File: config.mk
export PLATFORM = sky130hd
export DESIGN_NAME = bna_ram
export DESIGN_NICKNAME = d
export VERILOG_FILES = /design/src/hw/rtl/boid_neighbour_accumulate_macros.svh /design/src/hw/rtl/bna_ram.sv
export SDC_FILE = /design/constraint.sdc
export NUM_CORES = 1
export LEC_CHECK = 0
export BUFFER_PORTS_ARGS = -buffer_cell sky130_fd_sc_hd__buf_2
export CAP_MARGIN = 20
export CORE_ASPECT_RATIO = 1.2
export CORE_MARGIN = 2
export CORE_UTILIZATION = 30
export CTS_BUF_LIST = sky130_fd_sc_hd__clkbuf_2 sky130_fd_sc_hd__clkbuf_4 sky130_fd_sc_hd__clkbuf_8
export DETAILED_ROUTE_END_ITERATION = 8
export HOLD_SLACK_MARGIN = 0.1
export PLACE_DENSITY = 0.44
export SETUP_SLACK_MARGIN = 0.3
export SLEW_MARGIN = 0
export SYNTH_ARGS = -nofsm -noshare
export SYNTH_HDL_FRONTEND = slang
export SYNTH_SLANG_ARGS = --single-unit
File: constraint.sdc
create_clock -name clk_i -period 3.5 [get_ports clk_i]
set_input_delay 0.525 -clock clk_i [delete_from_list [all_inputs] [get_ports clk_i]]
set_output_delay 0.525 -clock clk_i [all_outputs]
set_load 0.05 [all_outputs]
File: src/hw/rtl/boid_neighbour_accumulate_macros.svh
// ----------------------------------------------------------------------------
// Boid neighbour accumulate assertion macros
// Shared assertion helpers for the boid neighbour accumulate RTL.
// ----------------------------------------------------------------------------
`ifndef BOID_NEIGHBOUR_ACCUMULATE_MACROS_SVH
`define BOID_NEIGHBOUR_ACCUMULATE_MACROS_SVH

// Clocked check that is off while reset is applied.
`define BNA_ASSERT(lbl, prop, msg) \
  lbl: assert property (@(posedge clk_i) disable iff (!rst_ni) prop) else $error(msg);

// Clocked check that also holds while reset is applied.
`define BNA_ASSERT_ALWAYS(lbl, prop, msg) \
  lbl: assert property (@(posedge clk_i) prop) else $error(msg);

`endif

File: src/hw/rtl/bna_ram.sv
// ----------------------------------------------------------------------------
// Generic RAM
// One write port and one read port with registered read data.
// ----------------------------------------------------------------------------
module bna_ram #(
  parameter int unsigned Width = 8,
  parameter int unsigned Depth = 16
) (
  input  logic                     clk_i,
  input  logic                     we_i,
  input  logic [$clog2(Depth)-1:0] waddr_i,
  input  logic [Width-1:0]         wdata_i,
  input  logic [$clog2(Depth)-1:0] raddr_i,
  output logic [Width-1:0]         rdata_o
);

  logic [Width-1:0] mem_q [Depth];

  // Write port and registered read port.
  always_ff @(posedge clk_i) begin
    if (we_i) begin
      mem_q[waddr_i] <= wdata_i;
    end
    rdata_o <= mem_q[raddr_i];
  end

endmodule

**Word level (Yosys, flattened, before mapping)**

Memories as Yosys holds them, arrays and structs flattened. A register that Yosys moved wholly into a read port is not among the register bits.
Index checks and enable logic that the tools add are counted.
W data, S select, Z words.

- Multiplexer cells: 2

Operators with widths:

| cell | count |
|---|---|
| $mux W1 | 2 |

- Output and inout bits: 8
- Logic and storage cells: 3
- Register bits after elaboration: 0
- Memory bits (writable): 128
- Bits of input ports: 18
- Memories: 1

Memory list:

| name | depth | width | read ports | clocked after Yosys merged registers in | write ports | line | RTL |
|---|---|---|---|---|---|---|---|
| mem_q | 16 | 8 | 1 | 1 | 1 | bna_ram.sv:17 | `logic [Width-1:0] mem_q [Depth];` |

**Longest topological paths before layout**

- Depth after elaboration: 2
- Mapped depth: 5
- Gate-level depth less buffers: 3

**Worst setup path before layout**

No wires, ideal clock.

- Path kind: input to register
- Start: in waddr_i[2]
- End: mem mem_q[0][0] (enable)
- Buffers on the path: 0
- Arrival: 1.635 ns
- Setup slack: 1.482 ns
- Library setup time: 0.383 ns
- Stages: 2
- Required time: 3.117 ns
- Cells stage by stage: or3b_2 -> nor3_1

RTL lines:

| what | line | RTL |
|---|---|---|
| start, declared | bna_ram.sv:11 | `input logic [$clog2(Depth)-1:0] waddr_i,` |
| end, declared | bna_ram.sv:17 |  |

No word-level cell before the write port.

==> flow_metrics.env <==
export IMPL_place_ws_ns=1.21
export IMPL_vias_per_cell=4.74
export IMPL_drt_iter0_markers=152
export IMPL_cp_cell_sequence="buf_2, buf_4, mux4_1, a22oi_1, nand2_1"
export IMPL_dr_pass1_iters=4
export IMPL_vias=2377
export IMPL_r2r_end="rdata_o[0]"
export IMPL_hp_class="in2reg"
export IMPL_yosys_top_cells_area="edfxtp_1 75%, mux4_2 7.9%, mux4_1 7.1%, dfxtp_1 3.1%, a22oi_1 2.3%"
export IMPL_internal_power_w=0.00243
export IMPL_cts_tree="built"
export IMPL_worst_setup_path_start_kind="primary input"
export IMPL_grt_pass1_wl_um=16100
export IMPL_endpoint_kind="flip-flop"
export IMPL_min_path_cells=1
export IMPL_grt_busiest_layer="met2"
export IMPL_ys_types=19
export IMPL_grt_pass1_vias=2498
export IMPL_antennaDiodeCount=0
export IMPL_worstHoldStart="wdata_i[4]"
export IMPL_grt_usage=0.130
export IMPL_finClkSkew_ns=0.00754
export IMPL_reg2reg_setup_slack_ns=2.10
export IMPL_critical_path_class="in2reg"
export IMPL_core_area_um2=16900
export IMPL_maxSlewViolCount=0
export IMPL_ys_ff_latch=136
export IMPL_p_leak_nw=1.91
export IMPL_wl_per_cell_um=22.0
export IMPL_htree_levels=4
export IMPL_finalCritPeriodShare=0.517
export IMPL_insertion_delay_ns=0.42
export IMPL_r2r_cells=3
export IMPL_final_net_count=290
export IMPL_timing_setup_tns_ns=0
export IMPL_met3_usage=0.0316
export IMPL_fillers=1569
export IMPL_cp_required_ns=3.80
export IMPL_drive_above_1_share=0.288
export IMPL_clk_path_buf_depth=2
export IMPL_die_area_um2=18200
export IMPL_grt_ovfl_total=0
export IMPL_synth_top_cell_by_area="edfxtp_1"
export IMPL_die_y_um=147
export IMPL_rsz0062_at_grt="false"
export IMPL_period_needed_ns=1.81
export IMPL_clk_pin_slew_ns=0.08
export IMPL_final_cell_mix="128 x edfxtp_1, 25 x buf_2, 18 x mux4_2"
export IMPL_max_cap_violations=0
export IMPL_setup_ws_ns=1.69
export IMPL_crit_arrival_ns=2.11
export IMPL_worstPathMaxFanout=13
export IMPL_fp_dieW_um=124
export IMPL_setup_violations=0
export IMPL_wirelength_um=11000
export IMPL_synth_top_area_frac=0.747
export IMPL_drc=0
export IMPL_pwr_density_cell_nw_per_um2=539
export IMPL_syn_nets=247
export IMPL_rows=52
export IMPL_yosysSeqAreaShare=0.778
export IMPL_hold_end="mem_q[7][4]"
export IMPL_synth_warnings=0
export IMPL_path_buf_inv=2
export IMPL_hold_buffers=0
export IMPL_switching_power_w=0.000731
export IMPL_port_buffers=25
export IMPL_multi_input_comb_area_um2=1060
export IMPL_io_pins=26
export IMPL_syn_area_um2=5150
export IMPL_gr_usage_met2=0.205
export IMPL_clkSinkCount=136
export IMPL_status="finished, final reports clean"
export IMPL_tightest_slew_ns=1.06
export IMPL_synthCells=229
export IMPL_cts_made_buffers=17
export IMPL_final_common_cell="edfxtp_1"
export IMPL_post_cts_buffers=0
export IMPL_cts_resized=0
export IMPL_reg2reg_from="mem_q[1][0]"
export IMPL_syn_area_per_cell_um2=22.5
export IMPL_ir_drop_mv=0.207
export IMPL_area_delta_synth_final_pct=14.0
export IMPL_post_dp_hpwl_um=7130
export IMPL_place_gp_congestion=0.731
export IMPL_grt_max_degree=33
export IMPL_initial_core_util=0.305
export IMPL_relSlewSlack=0.291
export IMPL_critPathTopFamily="buffers and inverters"
export IMPL_max_stage_delay_ns=0.59
export IMPL_p_comb_frac=0.064
export IMPL_cp_slowest_cell="mux4_1"
export IMPL_ant_nets=0
export IMPL_seqPwrFrac=0.579
export IMPL_antenna_found_initial=0
export IMPL_regArea_um2=4000
export IMPL_use_met1=0.174
export IMPL_cts_root_buf="clkbuf_8"
export IMPL_fmax_mhz=553
export IMPL_p_clk_frac=0.357
export IMPL_swShare=0.231
export IMPL_final_hold_violation_count=0
[worst max-delay path by stage]
stage / startpoint / slack [ns] / cells after the start / end
2_1_floorplan: waddr_i[2] / 1.48 / 2 / mem_q[0][0]
3_3_place_gp: raddr_i[0] / 1.20 / 5 / rdata_o[5]
3_5_place_dp: raddr_i[0] / 1.21 / 5 / rdata_o[5]
4_1_cts: raddr_i[0] / 1.68 / 5 / rdata_o[5]
5_1_grt: raddr_i[0] / 1.60 / 5 / rdata_o[4]
6_report: raddr_i[0] / 1.69 / 5 / rdata_o[5]
[power groups by stage]
stage | registers, W | clock network, W | logic [W]
floorplan | 0.00190 | 0 | 0.0000924
global placement | 0.00187 | 0 | 0.000208
detailed placement | 0.00187 | 0 | 0.000209
CTS | 0.00183 | 0.00116 | 0.000209
global route | 0.00183 | 0.00123 | 0.000220
finish | 0.00183 | 0.00113 | 0.000203
[stage by stage]
step | area [um^2] | power, W | cells | utilization | hold slack, ns
CTS | 5870 | 0.00320 | 501 | 0.348 | 0.448
global route | 5870 | 0.00328 | 501 | 0.348 | 0.460
floorplan | 5150 | 0.00199 | 229 | - | 0.624
global placement | 5520 | 0.00207 | 469 | 0.328 | 0.643
finish | 5870 | 0.00316 | 501 | 0.348 | 0.483
detailed placement | 5520 | 0.00208 | 469 | 0.328 | 0.653
[worst reg2reg max path, cell delays in order, from the launching register on]
cell and delay [ns]:
edfxtp_1 0.36, mux4_1 0.54, a22oi_1 0.28, nand2_1 0.11
[layer usage]
metal  up-vias  routed length (um)
met3         9                 529
met1      1249                4940
met5         -                   0
met4         0                 150
li1       1059                   -
met2        60                5430
[cell usage after synthesis]
| master | count |
|---|---|
| nor2b_1 | 1 |
| edfxtp_1 | 128 |
| and2b_1 | 1 |
| clkdlybuf4s25_2 | 3 |
| nand2_1 | 9 |
| a22oi_1 | 16 |
| dfxtp_1 | 8 |
| nand3b_1 | 2 |
| and2_1 | 1 |
| buf_6 | 3 |
| nand2b_1 | 2 |
| nor2_1 | 13 |
| mux4_1 | 14 |
| nand3_1 | 1 |
| mux4_2 | 18 |
| nor3_1 | 4 |
| buf_2 | 3 |
| buf_4 | 1 |
| or3b_2 | 1 |
[cell type report]
cell class              instances  share of cell area
flip-flops and latches        136               0.682
clock inverters                15              0.0192
clock buffers                  17              0.0399
well taps                     216              0.0460
repair buffers                 34              0.0328
multi-input cells              83               0.180
[kinds of logic (layout without fill, tap and decap cells)]
kind of cell | after synthesis | in the layout | share of synthesized area
AND/OR/NAND/NOR | 35 | 35 | 0.0318
AO/OA/AOI/OAI | 16 | 16 | 0.0233
flip-flops | 136 | 136 | 0.778
buffers and inverters | 10 | 66 | 0.0168
multiplexers | 32 | 32 | 0.150
[flip-flops by register name, summed over array words and instances, names as in the netlist]
register,count
mem_q,128
rdata_o,8
Power figures use the tool's default switching activity.
