==> src/hw/rtl/boid_neighbour_accumulate_macros.svh <==
// ----------------------------------------------------------------------------
// Boid neighbour accumulate assertion macros
// Shared assertion helpers for the boid neighbour accumulate RTL.
// ----------------------------------------------------------------------------
`ifndef BOID_NEIGHBOUR_ACCUMULATE_MACROS_SVH
`define BOID_NEIGHBOUR_ACCUMULATE_MACROS_SVH

// Clocked check that is off while reset is applied.
`define BNA_ASSERT(lbl, prop, msg) \
  lbl: assert property (@(posedge clk_i) disable iff (!rst_ni) prop) else $error(msg);

// Clocked check that also holds while reset is applied.
`define BNA_ASSERT_ALWAYS(lbl, prop, msg) \
  lbl: assert property (@(posedge clk_i) prop) else $error(msg);

`endif

==> src/hw/rtl/bna_pkg.sv <==
// ----------------------------------------------------------------------------
// Boid neighbour accumulate package
// Types and constants shared by the boid neighbour accumulate modules.
// ----------------------------------------------------------------------------
package bna_pkg;

  // One stored boid: Q15.8 position and Q1.14 forward vector.
  typedef struct packed {
    logic signed [23:0] pos_x;
    logic signed [23:0] pos_y;
    logic signed [23:0] pos_z;
    logic signed [15:0] fwd_x;
    logic signed [15:0] fwd_y;
    logic signed [15:0] fwd_z;
  } boid_t;

  // Widths of the difference, squared distance and quotient paths.
  localparam int unsigned DiffW = 25;
  localparam int unsigned Dist2W = 50;
  localparam int unsigned QuoW = 25;
  // Number of quotient bits the divider produces, one per cycle.
  localparam int unsigned DivSteps = 25;
  localparam int unsigned DivCntW = 5;

  // Divider request and status.
  typedef struct packed {
    logic start;
  } div_ctl_t;

  typedef struct packed {
    logic busy;
    logic done;
  } div_sts_t;

  // Sequencer states.
  typedef enum logic [3:0] {
    S_IDLE,
    S_RSQ,
    S_RSQ_LAT,
    S_OWN_RD,
    S_OWN_LAT,
    S_OTH_RD,
    S_OTH_LAT,
    S_SQ,
    S_TEST,
    S_DIV_GO,
    S_DIV,
    S_EMIT
  } bna_state_e;

endpackage

==> src/hw/rtl/bna_div.sv <==
// ----------------------------------------------------------------------------
// Avoidance divider
// Restoring divider computing (mag * 2^24) / den, one quotient bit a cycle.
// ----------------------------------------------------------------------------
`include "boid_neighbour_accumulate_macros.svh"

module bna_div
  import bna_pkg::*;
(
  input  logic              clk_i,
  input  logic              rst_ni,
  input  div_ctl_t          ctl_i,
  input  logic [DiffW-1:0]  mag_i,
  input  logic [Dist2W-1:0] den_i,
  output div_sts_t          sts_o,
  output logic [QuoW-1:0]   quo_o
);

  logic [Dist2W-1:0]  rem_q, rem_d;
  logic [Dist2W-1:0]  den_q, den_d;
  logic [QuoW-1:0]    shf_q, shf_d;
  logic [QuoW-1:0]    quo_q, quo_d;
  logic [DivCntW-1:0] cnt_q, cnt_d;
  logic               busy_q, busy_d;
  logic               done_q, done_d;
  logic [Dist2W:0]    trial;

  // The quotient stays below 2^25, so the upper dividend bits form the
  // starting remainder and only the low 25 bits are shifted in.
  always_comb begin
    rem_d  = rem_q;
    den_d  = den_q;
    shf_d  = shf_q;
    quo_d  = quo_q;
    cnt_d  = cnt_q;
    busy_d = busy_q;
    done_d = 1'b0;
    trial  = {rem_q, shf_q[QuoW-1]} - {1'b0, den_q};
    if (ctl_i.start) begin
      rem_d  = {{(Dist2W-DiffW+1){1'b0}}, mag_i[DiffW-1:1]};
      den_d  = den_i;
      shf_d  = {mag_i[0], {(QuoW-1){1'b0}}};
      quo_d  = '0;
      cnt_d  = '0;
      busy_d = 1'b1;
    end else if (busy_q) begin
      if (!trial[Dist2W]) begin
        rem_d = trial[Dist2W-1:0];
        quo_d = {quo_q[QuoW-2:0], 1'b1};
      end else begin
        rem_d = {rem_q[Dist2W-2:0], shf_q[QuoW-1]};
        quo_d = {quo_q[QuoW-2:0], 1'b0};
      end
      shf_d = {shf_q[QuoW-2:0], 1'b0};
      cnt_d = cnt_q + 1'b1;
      if (cnt_q == DivCntW'(DivSteps - 1)) begin
        busy_d = 1'b0;
        done_d = 1'b1;
      end
    end
  end

  // Control flags take reset; the datapath does not.
  always_ff @(posedge clk_i or negedge rst_ni) begin
    if (!rst_ni) begin
      busy_q <= 1'b0;
      done_q <= 1'b0;
      cnt_q  <= '0;
    end else begin
      busy_q <= busy_d;
      done_q <= done_d;
      cnt_q  <= cnt_d;
    end
  end

  always_ff @(posedge clk_i) begin
    rem_q <= rem_d;
    den_q <= den_d;
    shf_q <= shf_d;
    quo_q <= quo_d;
  end

  assign sts_o.busy = busy_q;
  assign sts_o.done = done_q;
  assign quo_o      = quo_q;

  // A new request never lands on a running division.
  `BNA_ASSERT(a_div_start_idle, ctl_i.start |-> !busy_q, "divider started while busy")
  // Completion is a single-cycle pulse that ends the busy phase.
  `BNA_ASSERT(a_div_done_pulse, done_q |-> !busy_q && $past(busy_q), "bad divider done")

endmodule
==> config.mk <==
export PLATFORM = sky130hd
export DESIGN_NAME = bna_div
export DESIGN_NICKNAME = d
export VERILOG_FILES = /design/src/hw/rtl/bna_pkg.sv /design/src/hw/rtl/bna_div.sv
export VERILOG_INCLUDE_DIRS = /design/src /design/src/hw/rtl
export SDC_FILE = /design/constraint.sdc
export NUM_CORES = 1
export LEC_CHECK = 0
export ABC_AREA = 1
export BUFFER_PORTS_ARGS = -buffer_cell sky130_fd_sc_hd__clkbuf_2
export CAP_MARGIN = 20
export CORE_ASPECT_RATIO = 0.6
export CORE_MARGIN = 5
export CORE_UTILIZATION = 47
export CTS_CLUSTER_SIZE = 40
export DETAILED_ROUTE_END_ITERATION = 6
export GPL_TIMING_DRIVEN = 0
export PLACE_DENSITY_LB_ADDON = 0.05
export SETUP_SLACK_MARGIN = 0.05
export SYNTH_ARGS = -nofsm -noshare
export SYNTH_HDL_FRONTEND = slang
export SYNTH_SLANG_ARGS = --single-unit
==> constraint.sdc <==
create_clock -name clk_i -period 5.9 [get_ports clk_i]
set_input_delay 0.885 -clock clk_i [delete_from_list [all_inputs] [get_ports clk_i]]
set_output_delay 0.885 -clock clk_i [all_outputs]
set_load 0.02 [all_outputs]
# Yosys cells after proc, flatten, opt, wreduce, memory -nomap -nowiden
# Index checks and enable logic that the tools add are counted.
[word_totals]
ff_bits = 133
out_inout_bits = 27
elab_cells = 26
[op_classes]
addsub = 2
eq_ne = 1
mux = 14
n_reduce_logical = 1
[op_table]
columns = ["cell", "count"]
rows = [
  ["51-bit by 50-bit subtractor with 51-bit output", 1],
  ["25-bit 2-to-1 mux", 2],
  ["50-bit 2-to-1 mux", 1],
  ["24-bit 2-to-1 mux", 2],
  ["5-bit 2-to-1 mux", 2],
  ["1-bit 2-to-1 mux", 7],
  ["5-bit by 1-bit adder with 5-bit output (second input constant)", 1],
  ["5-bit == test (second input constant)", 1],
  ["2-bit nonzero test", 1],
]

# Longest topological paths before layout
# Gate-level depths: netlist of the first run.
[depth]
word_depth = 4
ltp_mapped = 19
depth_no_buf = 18

# Worst setup path before layout of the first run
# No wires, ideal clock.
[synth_path]
path_kind = "input to register"
startpoint = "input port ctl_i"
endpoint = "register rem_q[0] (enable)"
arrival_ps = 2367
slack_ps = 3134
stages = 4
n_path_buf = 2
cell_sequence = "clkbuf_1 nor2_1 clkinv_1 clkbuf_1"
[synth_between]
elab_chain_len = 1
[synth_lines]
columns = ["element", "line_no", "rtl"]
rows = [
  ["start: declaration", "bna_div.sv:12", "input div_ctl_t ctl_i,"],
  ["2-bit nonzero test (no source line)", "-", ""],
  ["end signal: assignment", "bna_div.sv:77", "rem_q <= rem_d;"],
  ["end: declaration", "bna_div.sv:19", "logic [Dist2W-1:0] rem_q, rem_d;"],
]
# No other way between the ends.
# A chain may end at the register's enable or synchronous reset.

# Worst setup path after layout of the first run
[layout_path]
startpoint = "input port ctl_i"
endpoint = "register rem_q[11] (enable)"
# The elaborated chain is that of the path after synthesis.

==> impl_metrics.ini, run 1 <==
[yosys]
synth.yosys.seq_area_share = 0.361
synth_area_um2 = 9560
ys.flop_type = edfxtp_1
ys_types = 39
synth_area_per_cell_um2 = 6.51
syn_nets = 1599
synth_seq_cells = 133
syn_inst = 1468
synth-async-reset-ratio = 0.0526
ys_warn_count = 0
synth-edff-count = 75

[placed_design]
placed_area_um2 = 10400
place_inst = 1846
preCtsSetupSlack_ns = 1.79
gp_congestion = 0.969
numPortBuffers = 104
hpwlAfterDp_um = 25300

[setup_path]
crit_path_max_incr_delay_ns = 0.64
crit_fanout = 34
crit_chain = clkbuf_2 -> buf_12 -> clkbuf_1 -> nor2_1 -> clkinv_1 -> clkbuf_2
crit_required_ns = 5.90
worst_path_max_delay_cell = nor2_1
crit_top_cell = clkbuf_2
arrival_ns = 3.61
worst_setup_path_end_kind = register
startpoint_type = input port
crit_type = input port to register

[floorplanning]
dieWidth_um = 194
io_pins = 105
core_um2 = 20000
die_h_um = 120
dieArea_um2 = 23400
rows = 40
initial_core_util = 0.477

[timing]
period_minus_slack_ns = 3.61
rsz0062_at_grt = false
fin_crit_sh = 0.612
maxSlewViolCount = 0
fmax_mhz = 277
clock_skew_ns = 0.0170
fin_tns_setup_ns = 0
worst_pin_slew_ns = 0.874
hold_ws_ns = 0.263
fin_ws_ns = 2.29
setup_viol = 0
finalHoldViolCount = 0
max_slew_margin = 0.417

[finish]
final_core_util = 0.550
layout_common_cells = nand2_1 (578), inv_1 (310), clkbuf_2 (105), nand3_1 (92), nor2_1 (89)
layout.cells.non_filler = 1878
final_nets = 1723
final_common_cell = nand2_1
drive_above_1_share = 0.105
syn2layout_area_growth_pct = 15.2
diodes = 0
final_area_um2 = 11000

[pwr]
p_leak_nw = 6.12
total_power_mw = 4.52
power_density_nw_per_um2 = 411
ir_drop_v = 0.000228

[clock_network]
clk_pin_slew_worst_paths_ns = 0.07
post_cts_buffers = 0
clockBufferDepth = 2
cts_hold_buf = 0
cts_buffers = 17
htreeDepth = 4
clock_latency_ns = 0.45
cts-root-buf = clkbuf_16
cts_sinks = 133
cts_resized = 0
cts_tree = done

[routing]
via_per_inst = 5.00
first_pass_iters = 5
wire_per_inst_um = 16.3
drt_iter0_drc = 1021
routed_wirelength_um = 30700
vias = 9383
drc = 0
ant_nets = 0

[status]
status = finished, final reports clean

[grt]
grt_start_max_net_pins = 35
grt_pass1_wl_um = 47900
grt_overflow = 0
grt_util_all_layers = 0.267
antenna_found_initial = 0
grt_pass1_vias = 8612

[flow_run]
drv_cap = 0

[worst_hold_path]
hp-class = input port to async pin
## routing by layer
metal	vias up	share of wire	wire, µm	track usage
met3	14	0.10	3190	0.0810
met4	0	0.0052	160	0.0448
met1	4310	0.54	16500	0.435
met2	307	0.35	10800	0.339
li1	4752	-	-	-
met5	-	0	0	0
## path summary, 6_finish.rpt
path | slack [ns] | start | to | cells past startpoint
max in group asynchronous | 5.46 | rst_ni | cnt_q[2] | 1
min in group clk_i | 0.47 | cnt_q[4] | cnt_q[4] | 1
setup reg to reg | 2.96 | den_q[33] | rem_q[34] | 13
setup / recovery | 2.29 | ctl_i | rem_q[11] | 6
hold reg to reg | 0.47 | cnt_q[4] | cnt_q[4] | 1
hold / removal | 0.26 | rst_ni | cnt_q[0] | 1
## cell families (layout without fill, tap and decap cells)
kind of cell / count (synthesis) / count (layout) / share of synthesized area
AOI/OAI and AO/OA: 110 / 110 / 0.0639
buffers and inverters: 339 / 476 / 0.138
xor gates and xnor gates: 27 / 27 / 0.0247
and+or+nand+nor: 806 / 806 / 0.342
DFF: 133 / 133 / 0.361
adders and majority gates: 53 / 53 / 0.0702
## flip-flops by register name, indices dropped and copies added, names as in the netlist
name    count
cnt_q       5
shf_q       1
quo_o      25
rem_q      50
den_q      50
busy_q      1
done_q      1
## critical path, delay by kind of cell
family | cells | cell delay, ns
buffers and inverters | 5 | 2.02
and+or+nand+nor | 1 | 0.64
## synth_stat cells (6+ instances only)
| cell | n | area (µm²) |
|---|---|---|
| nor3_1 | 11 | 55.1 |
| edfxtp_1 | 75 | 2250 |
| nand4_1 | 14 | 87.6 |
| nor2_1 | 89 | 334 |
| buf_4 | 9 | 67.6 |
| nand3_1 | 92 | 460 |
| ha_1 | 52 | 651 |
| clkbuf_1 | 9 | 33.8 |
| o21bai_1 | 7 | 52.6 |
| a21oi_1 | 52 | 260 |
| xor2_1 | 6 | 52.6 |
| o22ai_1 | 23 | 144 |
| dfxtp_1 | 51 | 1020 |
| xnor2_1 | 21 | 184 |
| nand2_1 | 578 | 2170 |
| inv_1 | 310 | 1160 |
| dfrtp_1 | 7 | 175 |
| o21ai_0 | 22 | 110 |
## final cells by class
| type | count | area, µm² |
|---|---|---|
| Inverter | 313 | 1170 |
| Clock buffer | 20 | 457 |
| Clock inverter | 12 | 110 |
| Sequential cell | 133 | 3450 |
| Buffer | 26 | 149 |
| Tap cell | 273 | 342 |
| Timing Repair Buffer | 105 | 541 |
| Fill cell | 2060 | 9010 |
| Multi-Input combinational cell | 996 | 4790 |
## report_power, final
part           internal, mW  switching (mW)
registers              1.15          0.0909
logic                 0.715            1.53
clock network         0.575           0.462
total                  2.44            2.08
Power figures use the tool's default switching activity.
==> inputs of run 2 (changes only) <==
==> constraint.sdc (replaced) <==
create_clock -name clk_i -period 3.13 [get_ports clk_i]
set_input_delay 0.4695 -clock clk_i [delete_from_list [all_inputs] [get_ports clk_i]]
set_output_delay 0.4695 -clock clk_i [all_outputs]
set_load 0.02 [all_outputs]
==> impl_metrics.ini, run 2 (synthesis gave the netlist of run 1 again) <==
[pwr]
sequentialPowerShare = 0.274
p_int_mw = 4.60
ir_drop_v = 0.000430
p_comb_frac = 0.496
power.share.switching = 0.461
power_density_nw_per_um2 = 773
p_clk_frac = 0.230
p_leak_nw = 6.12
switchingPower_mw = 3.93

[grt]
grt_pass1_vias = 8614
grt_pass1_wl_um = 47900
grt_overflow = 0
grt_start_max_net_pins = 35
grt_util_all_layers = 0.267
antenna_found_initial = 0

[setup_path]
startpoint_type = register
crit_chain = ha_1 -> nand2_1 -> inv_1 -> nand2_1 -> nand2_1 -> inv_1 -> nand3_2 -> nand2_1 -> nand2_2 -> nand2_2 -> nand3_1 -> nand2_2 -> buf_4 -> nand2_1 -> nand3_1 -> nand2_1
crit_required_ns = 3.32
r2r_cells = 16
r2r-start = rem_q[7]
worst-path-stages = 16
worst_path_max_delay_cell = edfxtp_1
crit_path_start = rem_q[7]
worst_setup_path_end_kind = register
crit_type = register to register
worst-path-buf-inv = 3
crit_top_cell = nand2_1
crit_family = simple AND/OR/NAND/NOR gates
crit_fanout = 10
crit_path_max_incr_delay_ns = 0.40
arrival_ns = 3.09

[floorplanning]
dieWidth_um = 194
initial_core_util = 0.477
die_h_um = 120
dieArea_um2 = 23400
core_um2 = 20000
rows = 40
io_pins = 105

[finish]
regArea_um2 = 3450
final_core_util = 0.551
drive_above_1_share = 0.105
final_nets = 1724
syn2layout_area_growth_pct = 15.3
fillCellCount = 2059
diodes = 0
layout_common_cells = nand2_1 (578), inv_1 (310), clkbuf_2 (104), nand3_1 (92), nor2_1 (88)
multiInputGateArea_um2 = 4790
final_common_cell = nand2_1

[clock_network]
cts_buffers = 17
cts_tree = done
htreeDepth = 4
clk_pin_slew_worst_paths_ns = 0.07
cts_sinks = 133
clockBufferDepth = 2
clock_latency_ns = 0.45
cts-root-buf = clkbuf_16

[routing]
vias = 9442
first_pass_iters = 5
routed_wirelength_um = 30700
ant_nets = 0
wire_per_inst_um = 16.4
drt_iter0_drc = 909
drc = 0
via_per_inst = 5.03

[placed_design]
hpwlAfterDp_um = 25300
preCtsSetupSlack_ns = -0.561
gp_congestion = 0.969
numPortBuffers = 104

[worst_hold_path]
hp-class = input port to register
hold-path-cell-count = 1
hp-start = den_i[30]

[timing]
rsz0062_at_grt = false
worst_pin_slew_ns = 0.870
maxSlewViolCount = 0
period_minus_slack_ns = 2.90
max_slew_margin = 0.420
clock_skew_ns = 0.0173
finalHoldViolCount = 0
fin_crit_sh = 0.926
fin_ws_ns = 0.233
fmax_mhz = 345
setup_viol = 0

[status]
status = finished, final reports clean

[flow_run]
drv_cap = 0
[run 2: changes by cell type in the layout (fill, tap and decap cells not counted), sizes merged]
cell / change
dlygate4sd3: +1
buf: +1
clkbuf: -1
[run 2: per-stage QoR]
stage               setup TNS, ns  total power, mW  hold WS (ns)  cells  instance area (µm²)
floorplan                       0             5.20         0.174   1468                 9560
global placement           -51.61             6.42         0.315   1845                10400
detailed placement         -19.53             6.44         0.316   1846                10400
CTS                             0             8.43         0.181   1879                11000
global route                    0             9.13         0.173   1879                11000
finish                          0             8.53         0.193   1879                11000
[run 2: metal layers]
layer / global-route usage / up-vias / wire (µm) / share of wire
met5: 0 / - / 0 / 0
met4: 0.0448 / 0 / 203 / 0.0066
met2: 0.339 / 330 / 10800 / 0.35
li1: - / 4760 / - / -
met1: 0.435 / 4334 / 16300 / 0.53
met3: 0.0810 / 18 / 3390 / 0.11
[run 2: repair_timing]
action	4_1_cts	5_1_grt
gates resized for setup	1	2
hold endpoints to repair	7	0
endpoints found under the setup margin	34	35
setup buffers	0	0
hold buffers	1	0
[run 2: area by class of cell]
class | instances | share of cell area
buffer | 26 | 0.0138
clock buffer | 20 | 0.0414
clock inverter | 12 | 0.00999
inverter | 313 | 0.107
multi-input combinational | 996 | 0.434
sequential | 133 | 0.313
tap | 273 | 0.0310
timing repair buffer | 106 | 0.0499
[run 2: worst paths after layout]
kind                              to  slack (ns)
max reg2reg                 rem_q[7]        0.23
min reg2reg                 cnt_q[4]        0.47
min                        den_q[30]        0.19
max                         rem_q[7]        0.23
max in group asynchronous   cnt_q[2]        2.55
min in group asynchronous   cnt_q[0]        0.40
[run 2: power by group through the flow]
stage               combinational [mW]  sequential, mW  clock [mW]
floorplan                         2.87            2.33           0
global placement                  4.06            2.36           0
detailed placement                4.08            2.36           0
CTS                               4.11            2.33        1.99
global route                      4.70            2.37        2.06
finish                            4.23            2.34        1.96
